===== config.mk =====
export PLATFORM = sky130hd
export DESIGN_NAME = upwind_gradient_magnitude_unit_flat
export DESIGN_NICKNAME = d
export VERILOG_FILES = /design/src/rtl/ugm_pkg.sv /design/src/rtl/ugm_ifs.sv /design/src/rtl/upwind_gradient_magnitude_unit.sv /design/src/rtl/ugm_csub.sv /design/src/rtl/ugm_engine.sv /design/src/flat_wrapper.sv
export SDC_FILE = /design/constraint.sdc
export NUM_CORES = 2
export LEC_CHECK = 0
export ABC_AREA = 0
export BUFFER_PORTS_ARGS = -buffer_cell sky130_fd_sc_hd__buf_4
export CAP_MARGIN = 20
export CORE_MARGIN = 8
export CORE_UTILIZATION = 50
export CTS_BUF_LIST = sky130_fd_sc_hd__clkbuf_4
export DETAILED_ROUTE_END_ITERATION = 10
export GPL_TIMING_DRIVEN = 0
export PLACE_DENSITY_LB_ADDON = 0.3
export SLEW_MARGIN = 20
export SYNTH_ARGS = -nofsm -noshare
export SYNTH_HDL_FRONTEND = slang
export SYNTH_SLANG_ARGS = --single-unit

===== constraint.sdc =====
create_clock -name clock -period 9.5 [get_ports clock]
set_input_delay 1.425 -clock clock [delete_from_list [all_inputs] [get_ports clock]]
set_output_delay 1.425 -clock clock [all_outputs]
set_load 0.05 [all_outputs]

===== src/rtl/ugm_pkg.sv =====
// Shared constants, codes and types of the upwind gradient magnitude unit.
// No dependencies; every other file imports this package.

package ugm_pkg;

   // fixed-point layout
   localparam int FRACTION_BITS = 16;
   localparam int FACE_W  = 16;                       // face value, Q0.F
   localparam int SPACE_W = 24;                       // spacing
   localparam int GRAD_W  = 32;                       // signed gradient
   localparam int MODE_W  = 2;
   localparam int SUM_W   = 64;                       // sum of squares
   localparam int ROOT_W  = SUM_W / 2;
   localparam int MAG_W   = 32;
   localparam int DVD_W   = FACE_W + FRACTION_BITS;   // dividend and quotient

   // shared compare-subtract width, sized for the root recurrence
   localparam int CSUB_W  = ROOT_W + 3;
   localparam int REM_W   = CSUB_W - 1;

   localparam int STEP_MAX = (DVD_W > ROOT_W) ? DVD_W : ROOT_W;
   localparam int STEP_W   = $clog2(STEP_MAX);

   localparam logic [GRAD_W-1:0] GRAD_CAP = {1'b0, {(GRAD_W-1){1'b1}}};

   typedef enum logic [MODE_W-1:0] {
      MODE_OFF      = 2'd0,
      MODE_DIFF     = 2'd1,
      MODE_SMOOTH   = 2'd2,
      MODE_DIFF_ALT = 2'd3
   } mode_type;

   typedef enum logic [2:0] {
      ST_IDLE,
      ST_DIVIDE,
      ST_CLAMP,
      ST_SQUARE,
      ST_ACCUM,
      ST_ROOT,
      ST_EMIT
   } state_type;

   typedef struct packed {
      logic                      flux_nonnegative;
      logic [FACE_W-1:0]         upper_own;
      logic [FACE_W-1:0]         lower_own;
      logic [SPACE_W-1:0]        spacing_own;
      logic [FACE_W-1:0]         upper_next;
      logic [FACE_W-1:0]         lower_next;
      logic [SPACE_W-1:0]        spacing_next;
      logic signed [GRAD_W-1:0]  gradient_own;
      logic signed [GRAD_W-1:0]  gradient_next;
      logic                      last_axis;
   } item_type;

   typedef struct packed {
      logic     start;
      mode_type mode;
   } cmd_type;

   typedef struct packed {
      logic idle;
      logic done;
   } status_type;

endpackage


===== src/rtl/ugm_ifs.sv =====
// Channel interfaces of the upwind gradient magnitude unit: item, result, register write.
// Depends on ugm_pkg.

interface ugm_req_if import ugm_pkg::*; ();
   logic                      valid;
   logic                      ready;
   logic                      flux_nonnegative;
   logic [FACE_W-1:0]         upper_own;
   logic [FACE_W-1:0]         lower_own;
   logic [SPACE_W-1:0]        spacing_own;
   logic [FACE_W-1:0]         upper_next;
   logic [FACE_W-1:0]         lower_next;
   logic [SPACE_W-1:0]        spacing_next;
   logic signed [GRAD_W-1:0]  gradient_own;
   logic signed [GRAD_W-1:0]  gradient_next;
   logic                      last_axis;

   modport source (
      output valid, flux_nonnegative, upper_own, lower_own, spacing_own,
             upper_next, lower_next, spacing_next, gradient_own, gradient_next,
             last_axis,
      input  ready
   );
   modport sink (
      input  valid, flux_nonnegative, upper_own, lower_own, spacing_own,
             upper_next, lower_next, spacing_next, gradient_own, gradient_next,
             last_axis,
      output ready
   );
endinterface

interface ugm_rsp_if import ugm_pkg::*; ();
   logic              valid;
   logic              ready;
   logic [MAG_W-1:0]  magnitude;

   modport source (output valid, magnitude, input ready);
   modport sink   (input valid, magnitude, output ready);
endinterface

interface ugm_csr_if import ugm_pkg::*; ();
   logic               valid;
   logic               ready;
   logic [MODE_W-1:0]  data;

   modport source (output valid, data, input ready);
   modport sink   (input valid, data, output ready);
endinterface


===== src/rtl/upwind_gradient_magnitude_unit.sv =====
// Top level of the upwind gradient magnitude unit: channels, mode register, result register.
// Depends on ugm_pkg, ugm_ifs, ugm_engine.
//
//   port     dir   word                                   handshake
//   req_ch   in    one axis of a cell (upwind operands)   valid/ready
//   rsp_ch   out   magnitude, unsigned Q16.16             valid/ready
//   csr_ch   in    gradient_mode, 2 bits                  valid/ready, always ready
//
// Difference-mode axis with unequal faces and nonzero spacing: the sequencer
// runs the 32-step serial divide on the shared compare-subtract unit before
// the square and accumulate steps; other axes skip the divide. The last axis
// adds the 32-step square root on the same unit plus the hand-off to the
// result register. req_ch.ready is high only while the sequencer is idle.
// Synchronous active-high reset: mode 1, sum of squares zero, no result pending.
// A stalled result holds in its register; the next cell accumulates meanwhile
// and only its final hand-off waits for the register to drain.

module upwind_gradient_magnitude_unit import ugm_pkg::*; (
   input  logic       clock,
   input  logic       reset,
   ugm_req_if.sink    req_ch,
   ugm_rsp_if.source  rsp_ch,
   ugm_csr_if.sink    csr_ch
);

   mode_type          mode_ff, mode_in;
   logic              rsp_valid_ff, rsp_valid_in;
   logic [MAG_W-1:0]  rsp_mag_ff, rsp_mag_in;

   cmd_type           cmd;
   item_type          item;
   status_type        stat;
   logic              out_free;
   logic [MAG_W-1:0]  eng_mag;

   ugm_engine u_engine (
      .clock     (clock),
      .reset     (reset),
      .cmd       (cmd),
      .item      (item),
      .out_free  (out_free),
      .stat      (stat),
      .magnitude (eng_mag)
   );

   // input side
   always_comb begin
      item.flux_nonnegative = req_ch.flux_nonnegative;
      item.upper_own        = req_ch.upper_own;
      item.lower_own        = req_ch.lower_own;
      item.spacing_own      = req_ch.spacing_own;
      item.upper_next       = req_ch.upper_next;
      item.lower_next       = req_ch.lower_next;
      item.spacing_next     = req_ch.spacing_next;
      item.gradient_own     = req_ch.gradient_own;
      item.gradient_next    = req_ch.gradient_next;
      item.last_axis        = req_ch.last_axis;
      cmd.start             = req_ch.valid & stat.idle;
      cmd.mode              = mode_ff;
   end

   assign req_ch.ready = stat.idle;
   assign csr_ch.ready = 1'b1;

   // mode register; the user must write it only between cells (not enforced here)
   always_comb begin
      mode_in = mode_ff;
      if (csr_ch.valid) begin
         mode_in = mode_type'(csr_ch.data);
      end
   end

   // result register; frees up in the same cycle it is taken
   always_comb begin
      out_free     = ~rsp_valid_ff | rsp_ch.ready;
      rsp_valid_in = rsp_valid_ff & ~rsp_ch.ready;
      rsp_mag_in   = rsp_mag_ff;
      if (stat.done) begin
         rsp_valid_in = 1'b1;
         rsp_mag_in   = eng_mag;
      end
   end

   always_ff @(posedge clock) begin
      if (reset) begin
         mode_ff      <= MODE_DIFF;
         rsp_valid_ff <= 1'b0;
      end else begin
         mode_ff      <= mode_in;
         rsp_valid_ff <= rsp_valid_in;
      end
   end

   always_ff @(posedge clock) begin
      rsp_mag_ff <= rsp_mag_in;
   end

   assign rsp_ch.valid     = rsp_valid_ff;
   assign rsp_ch.magnitude = rsp_mag_ff;

   // an accepted word always starts the sequencer
   a_accept_busy: assert property (@(posedge clock) disable iff (reset)
      req_ch.valid && req_ch.ready |=> !stat.idle)
      else $error("sequencer stayed idle after an accepted word");

   // the engine never hands off into an occupied result register
   a_done_free: assert property (@(posedge clock) disable iff (reset)
      stat.done |-> out_free)
      else $error("result hand-off while result register is full");

   // a hand-off always shows up as a pending result with the engine's value
   a_done_shown: assert property (@(posedge clock) disable iff (reset)
      stat.done |=> rsp_ch.valid && rsp_ch.magnitude == $past(eng_mag))
      else $error("finished magnitude not presented");

endmodule


===== src/rtl/ugm_csub.sv =====
// Shared compare-subtract unit: one restoring step of divide or square root.
// Depends on ugm_pkg.

module ugm_csub import ugm_pkg::*; (
   input  logic [CSUB_W-1:0] a,
   input  logic [CSUB_W-1:0] b,
   output logic              ge,
   output logic [CSUB_W-1:0] diff
);

   logic borrow;

   assign {borrow, diff} = {1'b0, a} - {1'b0, b};
   assign ge             = ~borrow;

endmodule


===== src/rtl/ugm_engine.sv =====
// Sequencer and datapath: upwind select, serial divide, square, saturating
// accumulate, serial square root. Depends on ugm_pkg and ugm_csub.

module ugm_engine import ugm_pkg::*; (
   input  logic              clock,
   input  logic              reset,
   input  cmd_type           cmd,
   input  item_type          item,
   input  logic              out_free,
   output status_type        stat,
   output logic [MAG_W-1:0]  magnitude
);

   state_type            state_ff, state_in;
   logic [SUM_W-1:0]     sum_ff, sum_in;
   logic [STEP_W-1:0]    cnt_ff, cnt_in;
   logic                 last_ff, last_in;
   logic [SPACE_W-1:0]   spacing_ff, spacing_in;
   logic [DVD_W-1:0]     dq_ff, dq_in;        // dividend out at top, quotient in at bottom
   logic [REM_W-1:0]     rem_ff, rem_in;
   logic [ROOT_W-1:0]    root_ff, root_in;
   logic [GRAD_W-1:0]    g_ff, g_in;
   logic [SUM_W-1:0]     sq_ff, sq_in;

   logic [CSUB_W-1:0]    csub_a, csub_b, csub_diff;
   logic                 csub_ge;

   logic [FACE_W-1:0]    sel_upper, sel_lower, face_diff;
   logic [SPACE_W-1:0]   sel_spacing;
   logic signed [GRAD_W-1:0] sel_grad;
   logic [SUM_W:0]       acc_sum;

   ugm_csub u_csub (
      .a    (csub_a),
      .b    (csub_b),
      .ge   (csub_ge),
      .diff (csub_diff)
   );

   // upwind choice
   always_comb begin
      sel_upper   = item.flux_nonnegative ? item.upper_own     : item.upper_next;
      sel_lower   = item.flux_nonnegative ? item.lower_own     : item.lower_next;
      sel_spacing = item.flux_nonnegative ? item.spacing_own   : item.spacing_next;
      sel_grad    = item.flux_nonnegative ? item.gradient_own  : item.gradient_next;
      face_diff   = (sel_upper >= sel_lower) ? (sel_upper - sel_lower)
                                             : (sel_lower - sel_upper);
      acc_sum     = {1'b0, sum_ff} + {1'b0, sq_ff};
   end

   always_comb begin
      state_in   = state_ff;
      sum_in     = sum_ff;
      cnt_in     = cnt_ff;
      last_in    = last_ff;
      spacing_in = spacing_ff;
      dq_in      = dq_ff;
      rem_in     = rem_ff;
      root_in    = root_ff;
      g_in       = g_ff;
      sq_in      = sq_ff;
      csub_a     = '0;
      csub_b     = '0;
      stat       = '0;

      unique case (state_ff)
         ST_IDLE: begin
            stat.idle = 1'b1;
            if (cmd.start) begin
               last_in = item.last_axis;
               unique case (cmd.mode) inside
                  MODE_DIFF, MODE_DIFF_ALT: begin
                     spacing_in = sel_spacing;
                     dq_in      = {face_diff, {FRACTION_BITS{1'b0}}};
                     rem_in     = '0;
                     cnt_in     = STEP_W'(DVD_W - 1);
                     if (face_diff == '0) begin
                        g_in     = '0;
                        state_in = ST_SQUARE;
                     end else if (sel_spacing == '0) begin
                        g_in     = GRAD_CAP;
                        state_in = ST_SQUARE;
                     end else begin
                        state_in = ST_DIVIDE;
                     end
                  end
                  MODE_SMOOTH: begin
                     g_in     = sel_grad[GRAD_W-1] ? $unsigned(GRAD_W'(-sel_grad))
                                                   : $unsigned(sel_grad);
                     state_in = ST_SQUARE;
                  end
                  default: begin
                     g_in     = '0;
                     state_in = ST_SQUARE;
                  end
               endcase
            end
         end
         ST_DIVIDE: begin
            csub_a = CSUB_W'({rem_ff[SPACE_W-1:0], dq_ff[DVD_W-1]});
            csub_b = CSUB_W'(spacing_ff);
            rem_in = REM_W'(csub_ge ? csub_diff[SPACE_W-1:0] : csub_a[SPACE_W-1:0]);
            dq_in  = {dq_ff[DVD_W-2:0], csub_ge};
            cnt_in = cnt_ff - 1'b1;
            if (cnt_ff == '0) begin
               state_in = ST_CLAMP;
            end
         end
         ST_CLAMP: begin
            g_in = ({{GRAD_W{1'b0}}, dq_ff} > {{DVD_W{1'b0}}, GRAD_CAP})
                   ? GRAD_CAP : GRAD_W'(dq_ff);
            state_in = ST_SQUARE;
         end
         ST_SQUARE: begin
            sq_in    = SUM_W'(g_ff) * SUM_W'(g_ff);
            state_in = ST_ACCUM;
         end
         ST_ACCUM: begin
            sum_in = acc_sum[SUM_W] ? {SUM_W{1'b1}} : acc_sum[SUM_W-1:0];
            if (last_ff) begin
               rem_in   = '0;
               root_in  = '0;
               cnt_in   = STEP_W'(ROOT_W - 1);
               state_in = ST_ROOT;
            end else begin
               state_in = ST_IDLE;
            end
         end
         ST_ROOT: begin
            // two radicand bits per step; the sum drains to zero by the last step
            csub_a  = {rem_ff[REM_W-2:0], sum_ff[SUM_W-1 -: 2]};
            csub_b  = CSUB_W'({root_ff[ROOT_W-2:0], 2'b01});
            rem_in  = csub_ge ? csub_diff[REM_W-1:0] : csub_a[REM_W-1:0];
            root_in = {root_ff[ROOT_W-2:0], csub_ge};
            sum_in  = {sum_ff[SUM_W-3:0], 2'b00};
            cnt_in  = cnt_ff - 1'b1;
            if (cnt_ff == '0) begin
               state_in = ST_EMIT;
            end
         end
         ST_EMIT: begin
            if (out_free) begin
               stat.done = 1'b1;
               state_in  = ST_IDLE;
            end
         end
      endcase
   end

   always_ff @(posedge clock) begin
      if (reset) begin
         state_ff <= ST_IDLE;
         sum_ff   <= '0;
      end else begin
         state_ff <= state_in;
         sum_ff   <= sum_in;
      end
   end

   always_ff @(posedge clock) begin
      cnt_ff     <= cnt_in;
      last_ff    <= last_in;
      spacing_ff <= spacing_in;
      dq_ff      <= dq_in;
      rem_ff     <= rem_in;
      root_ff    <= root_in;
      g_ff       <= g_in;
      sq_ff      <= sq_in;
   end

   assign magnitude = MAG_W'(root_ff);

endmodule

===== src/flat_wrapper.sv =====
// flat-port wrapper written by rule: the top's interface ports become plain ports
module upwind_gradient_magnitude_unit_flat import ugm_pkg::*;
  (clock, reset, req_ch_valid, req_ch_flux_nonnegative, req_ch_upper_own, req_ch_lower_own, req_ch_spacing_own, req_ch_upper_next, req_ch_lower_next, req_ch_spacing_next, req_ch_gradient_own, req_ch_gradient_next, req_ch_last_axis, req_ch_ready, rsp_ch_valid, rsp_ch_magnitude, rsp_ch_ready, csr_ch_valid, csr_ch_data, csr_ch_ready);
  ugm_req_if req_ch_i ();
  ugm_rsp_if rsp_ch_i ();
  ugm_csr_if csr_ch_i ();
  input  logic clock;
  input  logic reset;
  input wire logic [$bits(req_ch_i.valid)-1:0] req_ch_valid;
  input wire logic [$bits(req_ch_i.flux_nonnegative)-1:0] req_ch_flux_nonnegative;
  input wire logic [$bits(req_ch_i.upper_own)-1:0] req_ch_upper_own;
  input wire logic [$bits(req_ch_i.lower_own)-1:0] req_ch_lower_own;
  input wire logic [$bits(req_ch_i.spacing_own)-1:0] req_ch_spacing_own;
  input wire logic [$bits(req_ch_i.upper_next)-1:0] req_ch_upper_next;
  input wire logic [$bits(req_ch_i.lower_next)-1:0] req_ch_lower_next;
  input wire logic [$bits(req_ch_i.spacing_next)-1:0] req_ch_spacing_next;
  input wire logic [$bits(req_ch_i.gradient_own)-1:0] req_ch_gradient_own;
  input wire logic [$bits(req_ch_i.gradient_next)-1:0] req_ch_gradient_next;
  input wire logic [$bits(req_ch_i.last_axis)-1:0] req_ch_last_axis;
  output wire logic [$bits(req_ch_i.ready)-1:0] req_ch_ready;
  output wire logic [$bits(rsp_ch_i.valid)-1:0] rsp_ch_valid;
  output wire logic [$bits(rsp_ch_i.magnitude)-1:0] rsp_ch_magnitude;
  input wire logic [$bits(rsp_ch_i.ready)-1:0] rsp_ch_ready;
  input wire logic [$bits(csr_ch_i.valid)-1:0] csr_ch_valid;
  input wire logic [$bits(csr_ch_i.data)-1:0] csr_ch_data;
  output wire logic [$bits(csr_ch_i.ready)-1:0] csr_ch_ready;
  assign req_ch_i.valid = req_ch_valid;
  assign req_ch_i.flux_nonnegative = req_ch_flux_nonnegative;
  assign req_ch_i.upper_own = req_ch_upper_own;
  assign req_ch_i.lower_own = req_ch_lower_own;
  assign req_ch_i.spacing_own = req_ch_spacing_own;
  assign req_ch_i.upper_next = req_ch_upper_next;
  assign req_ch_i.lower_next = req_ch_lower_next;
  assign req_ch_i.spacing_next = req_ch_spacing_next;
  assign req_ch_i.gradient_own = req_ch_gradient_own;
  assign req_ch_i.gradient_next = req_ch_gradient_next;
  assign req_ch_i.last_axis = req_ch_last_axis;
  assign req_ch_ready = req_ch_i.ready;
  assign rsp_ch_valid = rsp_ch_i.valid;
  assign rsp_ch_magnitude = rsp_ch_i.magnitude;
  assign rsp_ch_i.ready = rsp_ch_ready;
  assign csr_ch_i.valid = csr_ch_valid;
  assign csr_ch_i.data = csr_ch_data;
  assign csr_ch_ready = csr_ch_i.ready;
  upwind_gradient_magnitude_unit u_core (.clock(clock), .reset(reset), .req_ch(req_ch_i), .rsp_ch(rsp_ch_i), .csr_ch(csr_ch_i));
endmodule

==> impl_results.md <==
- Status: finished, final reports clean
- Chip width: 336 µm
- Post-route worst hold slack: 0.411 ns
- Starting DRC count in detailed routing: 3,686
- Critical path class: reg -> reg
- Number of storage elements in the synthesis netlist: 324
- Largest net degree at the start of global routing: 33
- Tightest slew margin relative to the limit: 23.4%
- Clock sink count: 324
- Sequential share of the synthesized area: 17.6%
- Final worst path period share: 98.0%
- H-tree depth: 3
- Endpoints failing setup: 0
- Data arrival, critical path: 9.86 ns
- Number of cell rows: 117
- Critical path required time: 10.05 ns
- Number of primary I/O pins: 220
- Commonest cells after routing, fill and taps aside: inv_1 (1,051), fa_1 (795), nand2_1 (505)
- DR vias: 41,500
- Unrepaired setup endpoints after global routing: no
- Number of fill cells: 9,217
- Worst path buffer plus inverter count: 7
- Final clock skew: 0.0919 ns
- DP Wirelength: 137,000 µm
- Maximum buffer depth of the clock tree: 3
- CTS tree: done
- Wire length of the first global-routing pass: 253,000 µm
- Top cell type's share of synthesized area: 31.1%
- Post-synth net total: 6,876
- Area of the core: 102,000 µm²
- Max Fanout on Critical Path: 10
- Final Core Density: 55.2%
- TritonCTS buffer count: 80
- Area leader, netlist: fa_1
- Master of the slowest instance on the critical path: clkbuf_1
- DR vias/cell: 5.73
- Least-Margin Pin Slew: 1.15 ns
- Layout area overhead: 9.60%
- Number of pins with negative max-slew slack in the final report: 0
- Area of the die: 113,000 µm²
- Port Buffers: 218
- Post-synth design cell area: 51,200 µm²
- Number of instances in the synthesized netlist: 5,471
- Most common cell after layout, fill and taps aside: inv_1
- Fraction of final layout cells sized beyond drive strength 1: 9.76%
- Effective utilization at floorplan: 50.4%
- Clock slew seen by the registers of the worst setup and hold paths: 0.07 ns
- Period minus WS final: 9.31 ns
- Number of nets at the end of the flow: 7,199
- Die Height: 336 µm
- Type of element launching the critical path: register
- Most numerous cell on the critical path: fa_1
- Final count of hold timing violations: 0
- Post-route DRC violation count: 0
- Dominant cells by area after synthesis: fa_1 (31%), edfxtp_1 (15%), ha_1 (10%)
- Endpoint class of the critical path: register
- Async SR Flop Fraction: 0%
- Post-route non-filler standard cell count: 7,233
- Clk Latency, worst-skew pair: 0.84 ns
- CTS root buf: clkbuf_4
- Count of max-cap constraint violations: 0
- Maximum cell stage delay along the critical path: 0.89 ns
- Number of enable flip-flop cells after synthesis: 254
- Kind of cell with the highest combined delay on the critical path: adder cells
- Number of global-route vias before repair: 42,700
- Initial antenna violation count: 8
- Total Wirelength: 167,000 µm
- Global-route congestion overflow total: 0
- Yosys warning count: 0
- Unique cell type count in the Yosys netlist: 86
- Global-route usage over all layers: 29.3%
- Average wire length per cell after detail routing: 23.0 µm
- DP Cell Count: 7,070
- Class of the tightest hold or removal check: reg -> reg
- Syn avg cell area: 9.36 µm²
- Final weighted congestion of routability-driven global placement: 1.00
- Number of detailed-routing iterations run before antenna repair: 8
- Top_reg_cell synth: edfxtp_1
- Antenna Nets Post-Route: 0
- Highest clock frequency the design can meet: 107 MHz
==> worst register-to-register path, cell delays in order, from the launching register on <==
cell and delay, ns:
edfxtp_1 0.54, clkbuf_1 0.90, nand2_1 0.24, inv_1 0.13, fa_1 0.47, fa_1 0.55, inv_1 0.05, fa_1 0.46
fa_1 0.55, inv_1 0.05, fa_1 0.44, fa_1 0.51, fa_1 0.52, inv_1 0.06, fa_1 0.41, inv_1 0.08
ha_1 0.22, clkbuf_1 0.23, a21oi_1 0.17, o21ai_0 0.08, a21oi_1 0.49, nand4_1 0.24, o21ai_1 0.44, nor3_1 0.19
o21ai_0 0.31, a41oi_1 0.31, a41oi_1 0.30, xnor2_1 0.12
==> layout make-up <==
class                           count  area (µm²)  area share [%]
Tap cell                         1368        1710            3.05
Sequential cell                   324        9030            16.1
Buffer                            259        1120            2.00
Timing Repair Buffer              244        1940            3.46
Multi-Input combinational cell   3834       37300            66.4
Antenna cell                        5        12.5          0.0223
Clock inverter                     34         235           0.419
Inverter                         1051        3950            7.03
Clock buffer                      114         856            1.53
==> registers in the layout, indices dropped and copies added (netlist names) <==
name / flops
u_core.mode_ff: 2
u_core.rsp_ch.magnitude: 32
u_core.rsp_ch.valid: 1
u_core.u_engine.cnt_ff: 5
u_core.u_engine.dq_ff: 32
u_core.u_engine.g_ff: 32
u_core.u_engine.last_ff: 1
u_core.u_engine.magnitude: 32
u_core.u_engine.rem_ff: 33
u_core.u_engine.spacing_ff: 24
u_core.u_engine.sq_ff: 63
u_core.u_engine.state_ff: 3
u_core.u_engine.sum_ff: 64
==> metal layers <==
metal	track usage (%)	routed length, µm
met3	6.71	15500
met5	0	109
met1	38.1	65900
met4	12.6	8590
met2	47.2	76500
==> final timing paths <==
kind | start | endpoint | slack, ns | cells after the start
worst min-delay path | u_core.u_engine.magnitude[31]$_SDFFCE_PN0P_ | u_core.rsp_ch.magnitude[31]$_DFFE_PP_ | 0.41 | 0
worst max-delay path | u_core.u_engine.g_ff[24]$_DFFE_PP_ | u_core.u_engine.sq_ff[62]$_DFFE_PP_ | 0.19 | 27
worst max register to register | u_core.u_engine.g_ff[24]$_DFFE_PP_ | u_core.u_engine.sq_ff[62]$_DFFE_PP_ | 0.19 | 27
worst min register to register | u_core.u_engine.magnitude[31]$_SDFFCE_PN0P_ | u_core.rsp_ch.magnitude[31]$_DFFE_PP_ | 0.41 | 0
==> cell usage after synthesis (11+ instances only) <==
master,number
clkbuf_1,224
buf_2,19
nor3b_1,11
o31ai_1,19
nor2b_1,28
ha_1,425
a221oi_1,13
o211ai_1,25
nor2_1,230
inv_1,1051
and2_1,251
a31oi_1,36
o221ai_1,61
o21bai_1,33
a21o_1,95
nor4_1,15
or3_1,14
mux2_2,51
o21a_1,21
edfxtp_1,254
a31o_2,15
o21ai_0,183
nand2b_1,31
nand3_1,39
a21oi_1,274
xnor2_1,135
nand2_1,505
nand4_1,47
mux2i_1,104
or2_2,12
dfxtp_1,70
o22ai_1,17
a211oi_1,31
buf_1,14
fa_1,795
and3_1,63
nor3_1,57
xor2_1,79
==> cell families (layout without fill, tap and decap cells) <==
logic type               count (synthesis)  count (layout)  synth area share, %
AND/OR/NAND/NOR                       1329            1329                 12.6
buffers and inverters                 1313            1702                 9.73
adder cells (fa/ha/maj)               1220            1220                 41.5
AO/OA/AOI/OAI                          913             913                 11.7
flip-flops                             324             324                 17.6
XOR/XNOR                               215             215                 3.69
multiplexers                           156             156                 3.18
other                                    1               6              0.00733
==> per-stage QoR <==
step	cell area (µm²)	worst slack [ns]	setup TNS [ns]
detailed placement	54800	-0.851	-22.33
floorplan	51200	1.80	0
global placement	54500	-0.840	-18.35
finish	56100	0.192	0
CTS	55900	0.00162	0
global route	56100	0.0105	0
==> timing repair <==
action                                  in CTS  in global routing
cloned                                       0                  0
buffers inserted                             3                 10
hold buffers                                 0                  0
endpoints found under the setup margin      26                 50
gates resized for setup                     29                113
Power is left out: the tool's default activity adds up to more than one toggle a clock period on the data nets, which glitch-free logic cannot reach.
